<file path="src/hsfd_pkg.sv">
// Constants and helper functions for the humidity sensor frame decoder.
// No dependencies; compiled first.
`default_nettype none

package hsfd_pkg;

	localparam logic [7:0] CrcInit = 8'hFF;
	localparam logic [7:0] CrcPoly = 8'h31;

	localparam logic [14:0] TempSpan   = 15'd17500;
	localparam logic [13:0] HumSpan    = 14'd10000;
	localparam logic [14:0] TempOffset = 15'd4500;

	localparam int ProdWidth = 31;

	// One byte through the CRC-8, most significant bit first.
	function automatic logic [7:0] crc8_byte(input logic [7:0] crc, input logic [7:0] data);
		logic [7:0] c;
		c = crc ^ data;
		for (int i = 0; i < 8; i++) begin
			if (c[7]) begin
				c = {c[6:0], 1'b0} ^ CrcPoly;
			end else begin
				c = {c[6:0], 1'b0};
			end
		end
		return c;
	endfunction

	// Floor of x / 65535 for x below 2^31: x = hi * 65535 + (lo + hi), and
	// lo + hi stays below twice the divisor, so one compare corrects it.
	function automatic logic [14:0] div_65535(input logic [ProdWidth-1:0] x);
		logic [14:0] hi;
		logic [16:0] rem;
		hi  = x[30:16];
		rem = {1'b0, x[15:0]} + {2'b00, hi};
		return hi + {14'd0, (rem >= 17'd65535)};
	endfunction

endpackage

`default_nettype wire

</file>
<file path="src/hsfd_if.sv">
// Handshake channels of the humidity sensor frame decoder.
// Depends on nothing; compiled after hsfd_pkg.
`default_nettype none

interface hsfd_rx_if;
	logic       valid;
	logic       ready;
	logic [7:0] rx_byte;
	logic       frame_start;

	modport source (output valid, output rx_byte, output frame_start, input ready);
	modport sink   (input valid, input rx_byte, input frame_start, output ready);
endinterface

interface hsfd_result_if;
	logic               valid;
	logic               ready;
	logic signed [14:0] temperature_centi;
	logic        [13:0] humidity_centi;
	logic        [15:0] raw_temperature;
	logic        [15:0] raw_humidity;
	logic               crc_mismatch;

	modport source (output valid, output temperature_centi, output humidity_centi,
		output raw_temperature, output raw_humidity, output crc_mismatch, input ready);
	modport sink   (input valid, input temperature_centi, input humidity_centi,
		input raw_temperature, input raw_humidity, input crc_mismatch, output ready);
endinterface

`default_nettype wire

</file>
<file path="src/humidity_sensor_frame_decoder.sv">
// Top level of the humidity sensor frame decoder: frame assembly, CRC check
// and conversion. Depends on hsfd_pkg and the channels in hsfd_if.
//
//   channel  | role   | request carries
//   ---------+--------+------------------------------------------------
//   rx       | sink   | one frame byte and its start-of-frame mark
//   result   | source | converted and raw words plus checksum error flag
//
// A request is taken in every cycle when the pipeline is not full.
// After its sixth byte the frame result passes through the frame register,
// multiplier register, then division correction into the output register.
// Reset clears frame position, CRC, error flag and all valid bits.
// A stalled result holds the output; earlier stages keep filling until all
// three are occupied, and only then does rx.ready drop.
`default_nettype none

module humidity_sensor_frame_decoder (
	input  logic               clk,
	input  logic               arst_n,
	hsfd_rx_if.sink            rx,
	hsfd_result_if.source      result
);

	localparam logic [2:0] PosTempHi  = 3'd0;
	localparam logic [2:0] PosTempLo  = 3'd1;
	localparam logic [2:0] PosTempCrc = 3'd2;
	localparam logic [2:0] PosHumHi   = 3'd3;
	localparam logic [2:0] PosHumLo   = 3'd4;
	localparam logic [2:0] PosHumCrc  = 3'd5;

	logic [2:0]  byte_pos_q;
	logic [7:0]  crc_q;
	logic [31:0] word_q;
	logic        err_q;

	logic        rx_fire;
	logic [2:0]  pos;
	logic [7:0]  crc_nxt;
	logic        crc_bad;
	logic        frame_done;

	logic        s1_valid_q;
	logic [15:0] rt_s1;
	logic [15:0] rh_s1;
	logic        err_s1;

	logic                           s2_valid_q;
	logic [hsfd_pkg::ProdWidth-1:0] tprod_s2;
	logic [hsfd_pkg::ProdWidth-1:0] hprod_s2;
	logic [15:0]                    rt_s2;
	logic [15:0]                    rh_s2;
	logic                           err_s2;

	logic               out_valid_q;
	logic signed [14:0] temp_q;
	logic [13:0]        hum_q;
	logic [15:0]        rt_q;
	logic [15:0]        rh_q;
	logic               err_out_q;

	logic        out_adv;
	logic        s2_take;
	logic        s1_take;
	logic [14:0] tq;
	logic [14:0] hq;

	assign out_adv = !out_valid_q || result.ready;
	assign s2_take = !s2_valid_q || out_adv;
	assign s1_take = !s1_valid_q || s2_take;

	assign rx.ready = s1_take;
	assign rx_fire  = rx.valid && s1_take;

	assign pos = (rx.frame_start || byte_pos_q > PosHumCrc) ? PosTempHi : byte_pos_q;
	assign crc_nxt = hsfd_pkg::crc8_byte((pos == PosTempHi) ? hsfd_pkg::CrcInit : crc_q,
		rx.rx_byte);
	assign crc_bad = crc_q != rx.rx_byte;
	assign frame_done = rx_fire && pos == PosHumCrc;

	always_ff @(posedge clk or negedge arst_n) begin
		if (!arst_n) begin
			byte_pos_q <= PosTempHi;
			crc_q      <= hsfd_pkg::CrcInit;
			word_q     <= '0;
			err_q      <= 1'b0;
		end else if (rx_fire) begin
			byte_pos_q <= (pos == PosHumCrc) ? PosTempHi : pos + 3'd1;
			case (pos)
				PosTempHi: begin
					err_q         <= 1'b0;
					crc_q         <= crc_nxt;
					word_q[31:24] <= rx.rx_byte;
				end
				PosTempLo: begin
					crc_q         <= crc_nxt;
					word_q[23:16] <= rx.rx_byte;
				end
				PosHumHi: begin
					crc_q         <= crc_nxt;
					word_q[15:8]  <= rx.rx_byte;
				end
				PosHumLo: begin
					crc_q         <= crc_nxt;
					word_q[7:0]   <= rx.rx_byte;
				end
				default: begin
					err_q <= err_q | crc_bad;
					crc_q <= hsfd_pkg::CrcInit;
				end
			endcase
		end
	end

	always_ff @(posedge clk or negedge arst_n) begin
		if (!arst_n) begin
			s1_valid_q  <= 1'b0;
			s2_valid_q  <= 1'b0;
			out_valid_q <= 1'b0;
		end else begin
			if (s1_take) begin
				s1_valid_q <= frame_done;
			end
			if (s2_take) begin
				s2_valid_q <= s1_valid_q;
			end
			if (out_adv) begin
				out_valid_q <= s2_valid_q;
			end
		end
	end

	always_ff @(posedge clk) begin
		if (frame_done) begin
			rt_s1  <= word_q[31:16];
			rh_s1  <= word_q[15:0];
			err_s1 <= err_q | crc_bad;
		end
		if (s2_take && s1_valid_q) begin
			tprod_s2 <= hsfd_pkg::ProdWidth'(rt_s1) * hsfd_pkg::ProdWidth'(hsfd_pkg::TempSpan);
			hprod_s2 <= hsfd_pkg::ProdWidth'(rh_s1) * hsfd_pkg::ProdWidth'(hsfd_pkg::HumSpan);
			rt_s2    <= rt_s1;
			rh_s2    <= rh_s1;
			err_s2   <= err_s1;
		end
		if (out_adv && s2_valid_q) begin
			temp_q    <= err_s2 ? 15'sd0 : signed'(tq - hsfd_pkg::TempOffset);
			hum_q     <= err_s2 ? 14'd0 : hq[13:0];
			rt_q      <= rt_s2;
			rh_q      <= rh_s2;
			err_out_q <= err_s2;
		end
	end

	assign tq = hsfd_pkg::div_65535(tprod_s2);
	assign hq = hsfd_pkg::div_65535(hprod_s2);

	assign result.valid             = out_valid_q;
	assign result.temperature_centi = temp_q;
	assign result.humidity_centi    = hum_q;
	assign result.raw_temperature   = rt_q;
	assign result.raw_humidity      = rh_q;
	assign result.crc_mismatch      = err_out_q;

	a_pos_range: assert property (@(posedge clk) disable iff (!arst_n)
		byte_pos_q <= PosHumCrc)
		else $error("frame position out of range");

	a_crc_at_word_start: assert property (@(posedge clk) disable iff (!arst_n)
		(byte_pos_q == PosTempHi || byte_pos_q == PosHumHi) |-> crc_q == hsfd_pkg::CrcInit)
		else $error("CRC not at its initial value at a word start");

	a_frame_enters: assert property (@(posedge clk) disable iff (!arst_n)
		frame_done |=> s1_valid_q)
		else $error("completed frame did not enter the pipeline");

	a_error_zeroes: assert property (@(posedge clk) disable iff (!arst_n)
		(out_valid_q && err_out_q) |-> (temp_q == 15'sd0 && hum_q == 14'd0))
		else $error("converted values not zero on checksum error");

	a_hum_range: assert property (@(posedge clk) disable iff (!arst_n)
		out_valid_q |-> hum_q <= hsfd_pkg::HumSpan)
		else $error("humidity above full scale");

endmodule

`default_nettype wire

</file>
<file path="src/flat_wrapper.sv">
// flat-port wrapper written by rule: the top's interface ports become plain ports
module humidity_sensor_frame_decoder_flat 
  (clk, arst_n, rx_valid, rx_rx_byte, rx_frame_start, rx_ready, result_valid, result_temperature_centi, result_humidity_centi, result_raw_temperature, result_raw_humidity, result_crc_mismatch, result_ready);
  hsfd_rx_if rx_i ();
  hsfd_result_if result_i ();
  input  logic clk;
  input  logic arst_n;
  input wire logic [$bits(rx_i.valid)-1:0] rx_valid;
  input wire logic [$bits(rx_i.rx_byte)-1:0] rx_rx_byte;
  input wire logic [$bits(rx_i.frame_start)-1:0] rx_frame_start;
  output wire logic [$bits(rx_i.ready)-1:0] rx_ready;
  output wire logic [$bits(result_i.valid)-1:0] result_valid;
  output wire logic [$bits(result_i.temperature_centi)-1:0] result_temperature_centi;
  output wire logic [$bits(result_i.humidity_centi)-1:0] result_humidity_centi;
  output wire logic [$bits(result_i.raw_temperature)-1:0] result_raw_temperature;
  output wire logic [$bits(result_i.raw_humidity)-1:0] result_raw_humidity;
  output wire logic [$bits(result_i.crc_mismatch)-1:0] result_crc_mismatch;
  input wire logic [$bits(result_i.ready)-1:0] result_ready;
  assign rx_i.valid = rx_valid;
  assign rx_i.rx_byte = rx_rx_byte;
  assign rx_i.frame_start = rx_frame_start;
  assign rx_ready = rx_i.ready;
  assign result_valid = result_i.valid;
  assign result_temperature_centi = result_i.temperature_centi;
  assign result_humidity_centi = result_i.humidity_centi;
  assign result_raw_temperature = result_i.raw_temperature;
  assign result_raw_humidity = result_i.raw_humidity;
  assign result_crc_mismatch = result_i.crc_mismatch;
  assign result_i.ready = result_ready;
  humidity_sensor_frame_decoder u_core (.clk(clk), .arst_n(arst_n), .rx(rx_i), .result(result_i));
endmodule
</file>
<file path="config.mk">
export PLATFORM = sky130hd
export DESIGN_NAME = humidity_sensor_frame_decoder_flat
export DESIGN_NICKNAME = d
export VERILOG_FILES = /design/src/hsfd_pkg.sv /design/src/hsfd_if.sv /design/src/humidity_sensor_frame_decoder.sv /design/src/flat_wrapper.sv
export SDC_FILE = /design/constraint.sdc
export NUM_CORES = 1
export LEC_CHECK = 0
export BUFFER_PORTS_ARGS = -buffer_cell sky130_fd_sc_hd__buf_4
export CORE_AREA = 2 2 227 229
export DETAILED_ROUTE_END_ITERATION = 8
export DIE_AREA = 0 0 229 231
export PLACE_DENSITY = 0.56
export SKIP_CTS_REPAIR_TIMING = 1
export SLEW_MARGIN = 20
export SYNTH_ARGS = -nofsm -noshare
export SYNTH_HDL_FRONTEND = slang
export SYNTH_SLANG_ARGS = --single-unit
</file>
<file path="constraint.sdc">
create_clock -name clk -period 4.3 [get_ports clk]
set_input_delay 0.215 -clock clk [delete_from_list [all_inputs] [get_ports clk]]
set_output_delay 0.215 -clock clk [all_outputs]
set_load 0.005 [all_outputs]
</file>
# Word level (Yosys, flattened, before mapping)
# Index checks and enable logic that the tools add are counted.
[classes]
bitwise = 11
order_cmp = 3
n_mul = 2
add_sub_neg = 6
eq_ne = 5
muxes = 13
n_reduce_logical = 19
[ops]
columns = ["operator", "n"]
rows = [
  ["6-bit 2-to-1 mux", 8],
  ["17-bit by 16-bit >= comparator with 1-bit output, second input constant", 2],
  ["16-bit by 13-bit multiplier with 29-bit output, second input constant", 1],
  ["16-bit by 10-bit multiplier with 26-bit output, second input constant", 1],
  ["3-bit NOT", 8],
  ["16-bit by 14-bit adder with 17-bit output", 1],
  ["16-bit by 15-bit adder with 17-bit output", 1],
  ["8-bit 2-to-1 mux", 2],
  ["15-bit by 1-bit adder with 15-bit output", 1],
  ["15-bit by 13-bit subtractor with 15-bit output, second input constant", 1],
  ["14-bit by 1-bit adder with 14-bit output", 1],
  ["2-bit AND reduction", 5],
  ["8-bit inequality test", 1],
  ["8-bit bitwise XOR", 1],
  ["3-bit equality test, second input constant", 2],
  ["3-bit 2-to-1 mux", 2],
  ["1-bit logical AND", 4],
  ["1-bit logical OR", 4],
  ["4-bit OR reduction", 1],
  ["3-bit by 1-bit adder with 3-bit output, second input constant", 1],
  ["3-bit by 1-bit equality test with 1-bit output, second input constant", 1],
  ["3-bit by 2-bit equality test with 1-bit output, second input constant", 1],
  ["3-bit > comparator, second input constant", 1],
  ["1-bit zero test", 3],
  ["5 further kinds", 5],
]
[word_totals]
wordCells = 82
reg_bits = 230
output_inout_bits = 64

# Depth between registers and ports, before layout
[logic_depth]
depth_word = 23
mapped_depth = 20

# Worst setup path before layout
# No wires, ideal clock.
[synth_path]
path_kind = "flip-flop to flip-flop"
startpoint = "reg u_core.rh_s1[9]"
endpoint = "reg u_core.hprod_s2[26] (netlist name) (data pin)"
required_time_ns = 4.042
stages_incl_launch_ff = 18
t_arrival_ns = 4.482
setup_time_ns = 0.258
path_slack_ns = -0.440
n_path_buf = 0
path_cell_list = "edfxtp_1 > inv_1 > fa_1 > inv_1 > ha_1 > fa_1 > ha_1 > inv_1 > fa_1 > inv_1 > ha_1 > a21o_1 > or3_1 > a41oi_1 > o31ai_1 > a2111o_1 > a21oi_1 > xnor2_1"
[synth_via]
elab_chain_len = 1
[synth_lines]
columns = ["element", "line", "text"]
rows = [
  ["start: declaration", "humidity_sensor_frame_decoder.sv:44", "logic [15:0] rh_s1;"],
  ["start signal: assignment", "humidity_sensor_frame_decoder.sv:135", "rh_s1 <= word_q[15:0];"],
  ["16-bit by 10-bit multiplier with 26-bit output", "humidity_sensor_frame_decoder.sv:140", "hprod_s2 <= hsfd_pkg::ProdWidth'(rh_s1) * hsfd_pkg::ProdWidth'(hsfd_pkg::HumSpan);"],
  ["end signal: assignment", "humidity_sensor_frame_decoder.sv:140", ""],
  ["end: declaration", "humidity_sensor_frame_decoder.sv:49", "logic [hsfd_pkg::ProdWidth-1:0] hprod_s2;"],
]
# No other way between the ends.
# A chain may end at the register's enable or synchronous reset.

# Worst setup path after layout
[layout_path]
startpoint = "reg u_core.rt_s1[10]"
endpoint = "reg u_core.tprod_s2[29] (netlist name) (data pin)"
[layout_via]
elab_chain_len = 1
[layout_lines]
columns = ["element", "line", "text"]
rows = [
  ["start: declaration", "humidity_sensor_frame_decoder.sv:43", "logic [15:0] rt_s1;"],
  ["start signal: assignment", "humidity_sensor_frame_decoder.sv:134", "rt_s1 <= word_q[31:16];"],
  ["16-bit by 13-bit multiplier with 29-bit output", "humidity_sensor_frame_decoder.sv:139", "tprod_s2 <= hsfd_pkg::ProdWidth'(rt_s1) * hsfd_pkg::ProdWidth'(hsfd_pkg::TempSpan);"],
  ["end signal: assignment", "humidity_sensor_frame_decoder.sv:139", ""],
  ["end: declaration", "humidity_sensor_frame_decoder.sv:48", "logic [hsfd_pkg::ProdWidth-1:0] tprod_s2;"],
]
# No other way between the ends.

==> reports/qor.csv <==
stage,metric,value,unit
logic_synthesis,Post-synth EDFFs,178,
routing,Antenna Nets Post-Route,0,
global_routing,vias in the first global route,9926,
placement,GPL Wtd Cong,0.836,
logic_synthesis,post-synth top area cell,edfxtp_1,
worst_setup_path,worst path bufs/invs,5,
timing,Post-Route Skew,0.0230,ns
timing,min cycle time layout,4.59,ns
floorplan,Die H,231,microns
worst_setup_path,Startpoint Class,flop,
timing,Hold WS,0.00822,ns
logic_synthesis,dominant cells by area after synthesis,"edfxtp_1, ha_1, fa_1, dfrtp_1, inv_1",
worst_setup_path,CP endpoint kind,flop,
worst_setup_path,worst-path maximum fanout,4,
logic_synthesis,sequential area share after synthesis,0.436,
floorplan,Die X,229,microns
layout,layout cell share with drive strength beyond 1,0.301,
clocking,clock slew seen by the registers of the worst setup and hold paths,0.06,ns
logic_synthesis,multiplexer share of the synthesized area,0.0248,
placement,area post-placement,17600,sq um
timing,RSZ-0062 raised after global routing,yes,
logic_synthesis,number of synthesis warnings,0,
clocking,H-tree Lvls,1,
logic_synthesis,Netlist cell types,57,
timing,fin crit share,1.07,
worst_setup_path,crit path DAT,4.87,ns
floorplan,core area,50700,sq um
routing,via-per-instance ratio,4.31,
timing,relative slew slack,0.390,
layout,most frequent cells in the layout,"buf_4, inv_1, edfxtp_1, ha_1, fa_1",
hold_path,Hold Path Class,in2reg,
pwr,Power Density,411,nW/um^2
global_routing,antenna violations before repair,0,
clocking,TritonCTS Sinks,225,
logic_synthesis,Synth Register Bits,225,
clocking,CTS max path bufs,3,
pwr,Worst VDD drop,0.000290,V
logic_synthesis,top-area cell type share of the netlist area,0.357,
logic_synthesis,Synth Area in Adders,0.273,
pwr,overall power,8.01,mW
logic_synthesis,Mapped Avg Cell Area,11.7,sq um
routing,total wire length,32200,microns
routing,Initial DRC Count,327,
layout,final instance area,19500,sq um
pwr,Pleak,8.64,nW
global_routing,largest net degree at the start of global routing,63,
layout,Diodes inserted,0,
worst_setup_path,slowest CP cell,fa_1,
timing,Slew @ Worst Pin,0.916,ns
job,maxcap violations,0,
routing,first drt pass iteration count,5,
global_routing,gr ovfl total,0,
layout,area growth from synthesis to layout,30.1,%
logic_synthesis,"Top FF cell, synth",edfxtp_1,
routing,Avg WL per Cell,14.3,microns
outcome,outcome,"complete, but fails checks",
timing,Max Clk Rate,218,MHz
outcome,failing checks,negative setup slack,
logic_synthesis,Synth Area in Simple Gates,0.0672,
layout,"most common cell after layout, fill and taps aside",buf_4,
clocking,root buffer cell,clkbuf_16,
floorplan,starting density of the core,0.295,
hold_path,Cells on Worst Hold Path,2,
worst_setup_path,Crit Path Class,reg2reg,
clocking,CTS Buf Count,26,
layout,Final Net Count,1842,
global_routing,first-pass GRT wire length,51700,microns
placement,Post-DP HPWL,24600,microns
logic_synthesis,Post-Synth XOR/XNOR Area,0.0619,
logic_synthesis,Mapped Cells,1277,
worst_setup_path,Worst EP required,4.58,ns
logic_synthesis,Synth Area in Compound Gates,0.0730,
clocking,Worst-Skew Late Latency,0.55,ns
worst_setup_path,Top delay family on crit path,adder cells,
worst_setup_path,WP depth,19,
logic_synthesis,Async SR Flop Fraction,0.209,
timing,final setup fails,17,
floorplan,die area,52900,sq um
floorplan,io pins,77,
worst_setup_path,worst path cell trace,"ha_1, inv_2, fa_1, inv_2, ha_4, fa_1, inv_2, fa_1, inv_2, ha_4, a21oi_4, nand3_2, nor3b_2, buf_4, o31ai_4, a2111oi_2, o21bai_1, a21oi_2, xnor2_2",
worst_setup_path,FF-to-FF path depth,19,
timing,max-slew violation count,0,
logic_synthesis,Syn Nets,1568,
timing,Final WS setup,-0.293,ns
floorplan,num rows,83,
logic_synthesis,Post-Syn Area,15000,sq um
routing,DRC Markers,0,
worst_setup_path,CP max stage delay,0.54,ns
global_routing,overall routing resource usage,0.121,
worst_setup_path,Worst path most repeated cell,inv_2,
logic_synthesis,combinational family with the most area after synthesis,adder cells,
timing,Fin. Hold Viols,0,
placement,port bufs,76,
routing,via count,9709,
clocking,CTS tree,done,
[cell families after synthesis]
logic type / after synthesis
adder cells (fa/ha/maj): 278
buffers and inverters: 253
flip-flops: 225
AND/OR/NAND/NOR: 208
AO/OA/AOI/OAI: 175
XOR/XNOR: 105
multiplexers: 33
[power breakdown]
group          leakage, nW  internal, mW  switching (mW)
combinational         6.01          1.45            1.35
sequential            2.18          2.70           0.159
clock                0.445          1.42           0.930
[synth_stat cells, drive strengths merged (4+ instances only)]
master	number
nand2	43
a21oi	66
o21bai	6
o211ai	6
dfrtp	39
clkbuf	16
edfxtp	178
nor2b	8
fa	82
nor2	65
nor3	16
a211oi	4
ha	196
dfstp	8
and2	5
xor2	46
mux2	33
o21ai	40
nand4b	4
or3	8
nand4	6
xnor2	59
inv	236
a31oi	4
o31ai	6
nand3	23
a21o	16
and3	7
nand2b	14
[worst reg2reg max path, delay by kind of cell, from the launching register on]
kind	cells	cell delay, ns
compound gates	5	0.83
flops	1	0.46
simple gates	2	0.28
buf+inv	5	0.34
fa+ha+maj	6	2.35
xor+xnor	1	0.09
[registers in the layout (all words and copies together), names as in the netlist, 3 cells and up]
register	cells
u_core.byte_pos_q	3
u_core.result.temperature_centi	15
u_core.rt_s2	16
u_core.result.humidity_centi	14
u_core.word_q	32
u_core.result.raw_humidity	16
u_core.crc_q	8
u_core.tprod_s2	28
u_core.rh_s2	16
u_core.result.raw_temperature	16
u_core.rh_s1	16
u_core.hprod_s2	22
u_core.rt_s1	16
[layout make-up]
type / count / area, sq um
fillers: 4930 / 31200
multi-input cells: 799 / 8230
flip-flops and latches: 225 / 6530
repair buffers: 263 / 2070
inverters: 236 / 886
well taps: 680 / 851
clock buffers: 34 / 711
clock inverters: 14 / 199
[stage by stage]
stage | util | setup WS [ns] | TNS, ns | instances
6_report | 0.384 | -0.293 | -2.90 | 2251
2_1_floorplan | - | -0.180 | -0.404 | 1277
5_1_grt | 0.384 | -0.512 | -6.84 | 2251
4_1_cts | 0.365 | -0.346 | -4.49 | 2201
3_3_place_gp | 0.347 | -0.291 | -3.09 | 2153
3_5_place_dp | 0.347 | -0.320 | -4.12 | 2153
[worst paths after layout]
check / start / end / slack, ns
max: u_core.rt_s1[10] / u_core.tprod_s2[29] / -0.29
min: rx_rx_byte[4] / u_core.word_q[28] / 0.008
max reg2reg: u_core.rt_s1[10] / u_core.tprod_s2[29] / -0.29
min reg2reg: u_core.rt_s2[7] / u_core.result.raw_temperature[7] / 0.41
max in group asynchronous: arst_n / u_core.word_q[22] / 3.64
min in group asynchronous: arst_n / u_core.byte_pos_q[0] / 0.21
[routing by layer]
metal  vias to the layer above  global-route usage  wire (microns)
met5                         -                   0               0
met1                      4655               0.162           15100
met4                         0              0.0347             708
met2                       103               0.203           15300
met3                        45              0.0184             993
li1                       4906                   -               -
Note: power is estimated with default switching activity, not from simulation.
